===== src/design/krt_pkg.sv =====
// Shared types and constants for the keyed record table.
// Used by every module of the block but krt_ram; depends on nothing.
package krt_pkg;

  localparam int KEY_W        = 37;
  localparam int HANDLE_W     = 16;
  localparam int COUNT_OUT_W  = 5;
  localparam int CAPACITY_DEF = 16;

  // Request codes as they arrive on the op field
  typedef enum logic [1:0] {
    OP_INSERT = 2'd0,
    OP_REMOVE = 2'd1,
    OP_LOOKUP = 2'd2,
    OP_CLEAR  = 2'd3
  } op_t;

  // Result status codes
  typedef enum logic [1:0] {
    STAT_OK        = 2'd0,
    STAT_NOT_FOUND = 2'd1,
    STAT_FULL      = 2'd2,
    STAT_EMPTY     = 2'd3
  } status_t;

  typedef struct packed {
    op_t                 op;
    logic [KEY_W-1:0]    person_key;
    logic [HANDLE_W-1:0] record_handle;
  } in_word_t;

  typedef struct packed {
    status_t                status;
    logic [HANDLE_W-1:0]    found_handle;
    logic [COUNT_OUT_W-1:0] entry_count;
  } out_word_t;

  // Head of the request queue as seen by the engine
  typedef struct packed {
    logic     valid;
    logic     is_search;
    in_word_t word;
  } q_head_t;

endpackage


===== src/design/krt_ram.sv =====
// Generic single-write, single-read RAM with registered read data.
// Standalone; no package dependency.
module krt_ram #(
  parameter int WIDTH = 8,
  parameter int DEPTH = 16
) (
  input  logic                     clk,
  input  logic                     we,
  input  logic [$clog2(DEPTH)-1:0] waddr,
  input  logic [WIDTH-1:0]         wdata,
  input  logic [$clog2(DEPTH)-1:0] raddr,
  output logic [WIDTH-1:0]         rdata
);

  logic [WIDTH-1:0] mem [DEPTH];
  logic [WIDTH-1:0] rdata_r;

  // Write port and registered read port
  always_ff @(posedge clk) begin
    if (we) begin
      mem[waddr] <= wdata;
    end
    rdata_r <= mem[raddr];
  end

  assign rdata = rdata_r;

endmodule


===== src/design/krt_front.sv =====
// Request front end: takes words on the start/busy handshake, tags search
// requests and holds them in a two-entry queue. Depends on krt_pkg.
module krt_front (
  input  logic              clk,
  input  logic              rst_n,
  input  logic              start,
  input  krt_pkg::in_word_t in_word,
  output logic              busy,
  input  logic              pop,
  output krt_pkg::q_head_t  head
);

  typedef struct packed {
    logic              is_search;
    krt_pkg::in_word_t word;
  } slot_t;

  slot_t      slot_r [2];
  logic       wr_ptr_r, wr_ptr_nxt;
  logic       rd_ptr_r, rd_ptr_nxt;
  logic [1:0] fill_r, fill_nxt;
  logic       push;
  logic       do_pop;
  slot_t      incoming;

  assign busy   = (fill_r == 2'd2);
  assign push   = start && !busy;
  assign do_pop = pop && (fill_r != 2'd0);

  // Classify: remove and lookup need a table scan
  always_comb begin
    incoming.word      = in_word;
    incoming.is_search = (in_word.op == krt_pkg::OP_REMOVE) ||
                         (in_word.op == krt_pkg::OP_LOOKUP);
  end

  // Advance pointers and fill level
  always_comb begin
    wr_ptr_nxt = push   ? ~wr_ptr_r : wr_ptr_r;
    rd_ptr_nxt = do_pop ? ~rd_ptr_r : rd_ptr_r;
    fill_nxt   = fill_r;
    if (push && !do_pop) begin
      fill_nxt = fill_r + 2'd1;
    end else if (!push && do_pop) begin
      fill_nxt = fill_r - 2'd1;
    end
  end

  always_ff @(posedge clk) begin
    if (!rst_n) begin
      wr_ptr_r <= 1'b0;
      rd_ptr_r <= 1'b0;
      fill_r   <= 2'd0;
    end else begin
      wr_ptr_r <= wr_ptr_nxt;
      rd_ptr_r <= rd_ptr_nxt;
      fill_r   <= fill_nxt;
    end
  end

  // Store the incoming word
  always_ff @(posedge clk) begin
    if (push) begin
      slot_r[wr_ptr_r] <= incoming;
    end
  end

  assign head.valid     = (fill_r != 2'd0);
  assign head.is_search = slot_r[rd_ptr_r].is_search;
  assign head.word      = slot_r[rd_ptr_r].word;

endmodule


===== src/design/krt_engine.sv =====
// Table engine: runs insert, remove, lookup and clear against the key and
// handle RAMs and registers one result word per request. Depends on krt_pkg.
module krt_engine #(
  parameter int CAPACITY = krt_pkg::CAPACITY_DEF
) (
  input  logic               clk,
  input  logic               rst_n,
  input  krt_pkg::q_head_t   head,
  output logic               pop,
  output logic               out_valid,
  output krt_pkg::out_word_t out_word
);

  localparam int CW = $clog2(CAPACITY + 1);
  localparam int AW = $clog2(CAPACITY);
  localparam logic [CW-1:0] CAP_CW = CW'(CAPACITY);

  typedef enum logic [4:0] {
    S_IDLE  = 5'b00001,
    S_RD    = 5'b00010,
    S_CMP   = 5'b00100,
    S_SH_RD = 5'b01000,
    S_SH_WR = 5'b10000
  } state_t;

  state_t                       state_r, state_nxt;
  logic [CW-1:0]                cnt_r, cnt_nxt;
  logic [CW-1:0]                idx_r, idx_nxt;
  logic [CW-1:0]                idx_inc;
  logic [CW-1:0]                cnt_dec;
  logic [krt_pkg::KEY_W-1:0]    key_r, key_nxt;
  krt_pkg::op_t                 op_r, op_nxt;
  logic [krt_pkg::HANDLE_W-1:0] found_r, found_nxt;

  logic                         we;
  logic [AW-1:0]                waddr;
  logic [AW-1:0]                raddr;
  logic [krt_pkg::KEY_W-1:0]    wkey, rkey;
  logic [krt_pkg::HANDLE_W-1:0] whandle, rhandle;

  logic                         emit;
  krt_pkg::status_t             emit_status;
  logic [krt_pkg::HANDLE_W-1:0] emit_handle;
  logic [CW+4:0]                count_ext;

  logic                         out_valid_r;
  krt_pkg::out_word_t           out_word_r;

  assign idx_inc = idx_r + CW'(1);
  assign cnt_dec = cnt_r - CW'(1);

  // Sequence the table operations
  always_comb begin
    state_nxt   = state_r;
    cnt_nxt     = cnt_r;
    idx_nxt     = idx_r;
    key_nxt     = key_r;
    op_nxt      = op_r;
    found_nxt   = found_r;
    pop         = 1'b0;
    we          = 1'b0;
    waddr       = idx_r[AW-1:0];
    wkey        = rkey;
    whandle     = rhandle;
    raddr       = idx_r[AW-1:0];
    emit        = 1'b0;
    emit_status = krt_pkg::STAT_OK;
    emit_handle = '0;
    case (state_r)
      S_IDLE: begin
        if (head.valid) begin
          pop = 1'b1;
          if (head.is_search) begin
            if (cnt_r == '0) begin
              emit        = 1'b1;
              emit_status = krt_pkg::STAT_NOT_FOUND;
            end else begin
              key_nxt   = head.word.person_key;
              op_nxt    = head.word.op;
              idx_nxt   = '0;
              state_nxt = S_RD;
            end
          end else if (head.word.op == krt_pkg::OP_INSERT) begin
            emit = 1'b1;
            if (cnt_r == CAP_CW) begin
              emit_status = krt_pkg::STAT_FULL;
            end else begin
              we      = 1'b1;
              waddr   = cnt_r[AW-1:0];
              wkey    = head.word.person_key;
              whandle = head.word.record_handle;
              cnt_nxt = cnt_r + CW'(1);
            end
          end else begin
            emit = 1'b1;
            if (cnt_r == '0) begin
              emit_status = krt_pkg::STAT_EMPTY;
            end else begin
              cnt_nxt = '0;
            end
          end
        end
      end
      S_RD: begin
        state_nxt = S_CMP;
      end
      S_CMP: begin
        if (rkey == key_r) begin
          if (op_r == krt_pkg::OP_LOOKUP) begin
            emit        = 1'b1;
            emit_handle = rhandle;
            state_nxt   = S_IDLE;
          end else if (idx_inc < cnt_r) begin
            found_nxt = rhandle;
            state_nxt = S_SH_RD;
          end else begin
            // removed entry was the last one: nothing to shift
            cnt_nxt     = cnt_dec;
            emit        = 1'b1;
            emit_handle = rhandle;
            state_nxt   = S_IDLE;
          end
        end else if (idx_inc == cnt_r) begin
          emit        = 1'b1;
          emit_status = krt_pkg::STAT_NOT_FOUND;
          state_nxt   = S_IDLE;
        end else begin
          idx_nxt   = idx_inc;
          state_nxt = S_RD;
        end
      end
      S_SH_RD: begin
        raddr     = idx_inc[AW-1:0];
        state_nxt = S_SH_WR;
      end
      S_SH_WR: begin
        // move entry down one place to close the gap
        we      = 1'b1;
        idx_nxt = idx_inc;
        if (idx_inc < cnt_dec) begin
          state_nxt = S_SH_RD;
        end else begin
          cnt_nxt     = cnt_dec;
          emit        = 1'b1;
          emit_handle = found_r;
          state_nxt   = S_IDLE;
        end
      end
      default: begin
        state_nxt = S_IDLE;
      end
    endcase
  end

  assign count_ext = {5'b00000, cnt_nxt};

  always_ff @(posedge clk) begin
    if (!rst_n) begin
      state_r     <= S_IDLE;
      cnt_r       <= '0;
      out_valid_r <= 1'b0;
    end else begin
      state_r     <= state_nxt;
      cnt_r       <= cnt_nxt;
      out_valid_r <= emit;
    end
  end

  // Hold scan context and the result word
  always_ff @(posedge clk) begin
    idx_r   <= idx_nxt;
    key_r   <= key_nxt;
    op_r    <= op_nxt;
    found_r <= found_nxt;
    if (emit) begin
      out_word_r.status       <= emit_status;
      out_word_r.found_handle <= emit_handle;
      out_word_r.entry_count  <= count_ext[4:0];
    end
  end

  krt_ram #(
    .WIDTH (krt_pkg::KEY_W),
    .DEPTH (CAPACITY)
  ) u_key_ram (
    .clk   (clk),
    .we    (we),
    .waddr (waddr),
    .wdata (wkey),
    .raddr (raddr),
    .rdata (rkey)
  );

  krt_ram #(
    .WIDTH (krt_pkg::HANDLE_W),
    .DEPTH (CAPACITY)
  ) u_handle_ram (
    .clk   (clk),
    .we    (we),
    .waddr (waddr),
    .wdata (whandle),
    .raddr (raddr),
    .rdata (rhandle)
  );

  assign out_valid = out_valid_r;
  assign out_word  = out_word_r;

endmodule


===== src/design/keyed_record_table.sv =====
// Top level of the keyed record table: request queue front end plus engine.
// Depends on krt_pkg, krt_front, krt_engine (which uses krt_ram).
//
//   channel   handshake             word
//   request   start / busy          in_word  (op, person_key, record_handle)
//   result    out_valid strobe      out_word (status, found_handle, entry_count)
//
// Insert, clear and a search of an empty table finish in the idle state;
// lookup reads and compares each entry in turn, and remove also shifts each
// later entry one place down, set by the single read port of the RAMs.
// A result word strobes for one cycle, at the earliest once its request has
// passed the queue slot and the result register; the receiver cannot hold it off.
// Synchronous active-low reset empties the table and the queue; the RAMs are
// not cleared. busy rises while the two-entry request queue is full.
module keyed_record_table #(
  parameter int CAPACITY = krt_pkg::CAPACITY_DEF
) (
  input  logic               clk,
  input  logic               rst_n,
  input  logic               start,
  output logic               busy,
  input  krt_pkg::in_word_t  in_word,
  output logic               out_valid,
  output krt_pkg::out_word_t out_word
);

  krt_pkg::q_head_t head;
  logic             pop;

  krt_front u_front (
    .clk     (clk),
    .rst_n   (rst_n),
    .start   (start),
    .in_word (in_word),
    .busy    (busy),
    .pop     (pop),
    .head    (head)
  );

  krt_engine #(
    .CAPACITY (CAPACITY)
  ) u_engine (
    .clk       (clk),
    .rst_n     (rst_n),
    .head      (head),
    .pop       (pop),
    .out_valid (out_valid),
    .out_word  (out_word)
  );

`ifndef SYNTHESIS
  localparam logic [krt_pkg::COUNT_OUT_W-1:0] CAP_LOW = krt_pkg::COUNT_OUT_W'(CAPACITY);

  // A full table reports exactly its capacity
  a_full_count: assert property (@(posedge clk) disable iff (!rst_n)
    out_valid && out_word.status == krt_pkg::STAT_FULL |-> out_word.entry_count == CAP_LOW)
    else $error("full status with wrong entry count");

  // An already empty table reports a zero count
  a_empty_count: assert property (@(posedge clk) disable iff (!rst_n)
    out_valid && out_word.status == krt_pkg::STAT_EMPTY |-> out_word.entry_count == '0)
    else $error("empty status with nonzero entry count");

  // A failed search returns no handle
  a_miss_handle: assert property (@(posedge clk) disable iff (!rst_n)
    out_valid && out_word.status == krt_pkg::STAT_NOT_FOUND |-> out_word.found_handle == '0)
    else $error("not-found status with a handle");

  // Backpressure only when the queue holds work
  a_busy_queue: assert property (@(posedge clk) disable iff (!rst_n)
    busy |-> head.valid)
    else $error("busy with an empty request queue");
`endif

endmodule

===== config.mk =====
export PLATFORM = sky130hd
export DESIGN_NAME = keyed_record_table
export DESIGN_NICKNAME = d
export VERILOG_FILES = /design/src/design/krt_pkg.sv /design/src/design/krt_ram.sv /design/src/design/krt_front.sv /design/src/design/krt_engine.sv /design/src/design/keyed_record_table.sv
export SDC_FILE = /design/constraint.sdc
export NUM_CORES = 1
export LEC_CHECK = 0
export ABC_CLOCK_PERIOD_IN_PS = 14620
export BUFFER_PORTS_ARGS = -buffer_cell sky130_fd_sc_hd__buf_2
export CAP_MARGIN = 10
export CORE_MARGIN = 2
export CORE_UTILIZATION = 37
export CTS_BUF_LIST = sky130_fd_sc_hd__clkbuf_4
export CTS_CLUSTER_SIZE = 16
export DETAILED_ROUTE_END_ITERATION = 6
export SYNTH_ARGS = -nofsm -noshare
export SYNTH_HDL_FRONTEND = slang
export SYNTH_SLANG_ARGS = --single-unit

===== constraint.sdc =====
create_clock -name clk -period 14.62 [get_ports clk]
set_clock_uncertainty 0.05 [all_clocks]
set_input_delay 1.462 -clock clk [delete_from_list [all_inputs] [get_ports clk]]
set_output_delay 1.462 -clock clk [all_outputs]
set_load 0.01 [all_outputs]

==> out/metrics.yaml <==
syn_inst: 3036
clock_latency_ps: 1160
min_from: "u_engine.u_handle_ram.rdata[9]"
avgViaCountPerCell: 5.123
ctsResizeCount: 0
path_clk_slew_ps: 60
grt_overflow_total: 0
fmax_ghz: 0.1719
path_delay_family: "buffers and inverters"
cts_tree: "done"
synth_nets: 3109
synth_area_per_cell_um2: 14.22
core_mm2: 0.1159
p_per_area_mw_per_mm2: 185.3
yosysUniqueCellTypes: 64
fin_nets: 3375
setup_viol: 0
wl_per_cell_um: 20.50
p_sw_mw: 2.913
rr_worst_depth: 9
p_leak_nw: 16.71
path_buf_inv: 3
synth_area_mm2: 0.04317
dp_cells: 4527
rows: 125
worst_ep_arrival_time_ps: 6490
setup_slack_ps: 8803
async_flop_share_pct: 0
rr_endpoint: "u_engine.u_key_ram.mem[5][17]"
worstSetupStartpointType: "flop"
rrSetupSlack_ps: 8800
synth_top_area_share_pct: 72.55
p_total_mw: 9.035
post-cts-setup-buffers: 0
place_area_mm2: 0.04525
yosys.area.top_type: "edfxtp_1"
cp_cell_sequence: "buf_4 -> mux2i_2 -> o21ai_2 -> or3_1 -> a31oi_4 -> buf_4 -> a31oi_1 -> nor2_4 -> buf_4"
synth_ff_type: "edfxtp_1"
fin_crit_ps: 5817
cap_viol_max_count: 0
p_comb_share_pct: 24.3
end_kind: "flop"
synth_edf_count: 1043
slowest_stage: "nor2_4"
gp_congestion: 0.8056
synthTopCellsByArea: "edfxtp_1 73%, nand2_1 6.7%, nand3_1 3.8%, dfxtp_1 3.2%, mux2_2 2.0%"
synth-seq-area-share_pct: 75.75
cts_sinks: 1112
dp_hpwl_mm: 53.02
synth_common_cells: "1043 x edfxtp_1, 765 x nand2_1, 330 x nand3_1"
status: "finished, final reports clean"
hold_viol: 0
whs_ps: 414.7
n_fill_cell: 10563
clockRootBuffer: "clkbuf_4"
drtIter0Drc: 2053
tightest_slew_ps: 1141
finalWirelength_mm: 102.8
fin_cells: 5016
ir_worst_vdd_uv: 105.1
cts.htree.levels: 5
grt_util_met1_pct: 22.30
grt.met2_usage_pct: 26.72
seqPwrFrac_pct: 47.2
die_x_um: 345.6
hold_depth: 0
final_util_pct: 42.07
yosys_warnings: 0
slew_headroom_pct: 23.94
required_ps: 15290
die_area_mm2: 0.1194
top_usage_layer: "met2"
vias: 25699
crit_type: "flop to flop"
remaining_drc_errors: 0
fp.dieH_um: 345.6
synth-seq-cells: 1112
ios: 83
p_int_mw: 6.122
cts_buffers: 297
design_area_mm2: 0.04875
swShare_pct: 32.24
start_util_pct: 37.25
crit_top_cell: "buf_4"
drive_gt1_share_pct: 19.94
clkPwrFrac_pct: 28.4
worstPathMaxFanout: 44
final.setup.tns_ps: 0
syn_to_final_growth_pct: 12.93
holdBufCountCts: 0
portBuffers: 82
grt.met3_usage_pct: 4.281
period_share_pct: 39.79
critPathMaxStageDelay_ps: 960
ant_nets: 0
rsz0062_at_grt: "no"
pre_cts_ws_ps: 8743
synthMostInstantiatedCell: "edfxtp_1"
grt_pass1_vias: 25556
grt_antenna_before_repair: 10
clock_path_buffers: 4
holdPathEnd: "u_engine.found_r[9]"
grt_start_max_net_pins: 181
drt_pass1_iterations: 6
slew_viol_final: 0
grt_first_pass_wirelength_mm: 154.1
hold_class: "flop to flop"
track_usage_pct: 16.91
## state kept, by name (all words and copies together) (netlist names), 2 cells and up, named ones only
name                         cells
u_engine.key_r                  37
u_engine.u_key_ram.mem         592
u_engine.cnt_r                   5
u_engine.u_key_ram.rdata        37
u_engine.u_handle_ram.mem      256
u_engine.state_r                 5
u_engine.idx_r                   5
u_front.slot_r                 112
u_engine.u_handle_ram.rdata     16
u_engine.found_r                16
u_engine.out_word               23
u_front.fill_r                   2
u_engine.op_r                    2
## kinds of logic after synthesis
| logic type | share of synthesized area [%] |
|---|---|
| adders and majority gates | 0.4347 |
| buffers and inverters | 2.139 |
| and+or+nand+nor | 13.42 |
| DFF | 75.75 |
| xor gates and xnor gates | 1.156 |
| AOI/OAI and AO/OA | 3.469 |
| muxes | 3.637 |
## worst register-to-register path, cell delays in order, from the launching register on
cell,delay [ps]
dfxtp_4,690
buf_4,640
mux2i_2,450
o21ai_2,190
or3_1,480
a31oi_4,170
buf_4,670
a31oi_1,530
nor2_4,960
buf_4,610
## routing by layer
layer  share of wire, %  up-vias  routed length [um]
li1                   -    11985                   -
met1                 44    12647               44850
met3                6.8      176                6948
met4                2.5       12                2590
met2                 47      879               48390
met5              0.066        -                  68
## power groups by stage
stage	clock network, mW	logic [mW]	registers [mW]
2_1_floorplan	0	1.46	4.29
3_3_place_gp	0	2.18	4.33
3_5_place_dp	0	2.20	4.34
4_1_cts	2.64	2.21	4.27
5_1_grt	2.81	2.41	4.29
6_report	2.57	2.20	4.27
## worst max path at each step
stage,from,endpoint,cells past startpoint
floorplan,u_engine.cnt_r[0],u_engine.u_handle_ram.mem[15][0],8
global placement,flop,u_engine.u_key_ram.mem[5][11],9
detailed placement,flop,u_engine.u_key_ram.mem[5][0],9
CTS,flop,u_engine.u_key_ram.mem[5][17],9
global route,flop,u_engine.u_key_ram.mem[5][17],9
finish,flop,u_engine.u_key_ram.mem[5][17],9
## placed cells by master, fill, tap and decap left out, types with 4 or more instances in the layout
cell type	instances
xor2_1	43
o21ai_0	30
nand2_1	765
o21ai_1	56
nor4_1	10
mux2_2	76
nand2b_1	5
nand3_1	330
nor2_1	28
nand4_1	110
or4_1	4
o21a_1	5
nor2b_1	7
clkinv_2	4
inv_2	6
a31oi_1	8
and3_1	5
nor2_4	16
ha_1	15
a21oi_1	16
clkinv_1	47
nor3_1	13
a22o_1	16
edfxtp_1	1043
buf_4	55
inv_1	12
diode_2	6
buf_2	82
clkbuf_4	424
mux2i_1	70
a32oi_1	53
xnor2_1	8
dfxtp_1	68
## area by class of cell
type,instances,area (um2),share of cell area (%)
clock buffer,424,3183,6.529
timing repair buffer,139,863.3,1.771
antenna,6,15.01,0.03080
multi-input combinational,1739,9727,19.95
inverter,13,48.80,0.1001
clock inverter,59,305.3,0.6262
sequential,1112,32710,67.08
tap,1524,1907,3.911
Note: power is estimated with default switching activity, not from simulation.
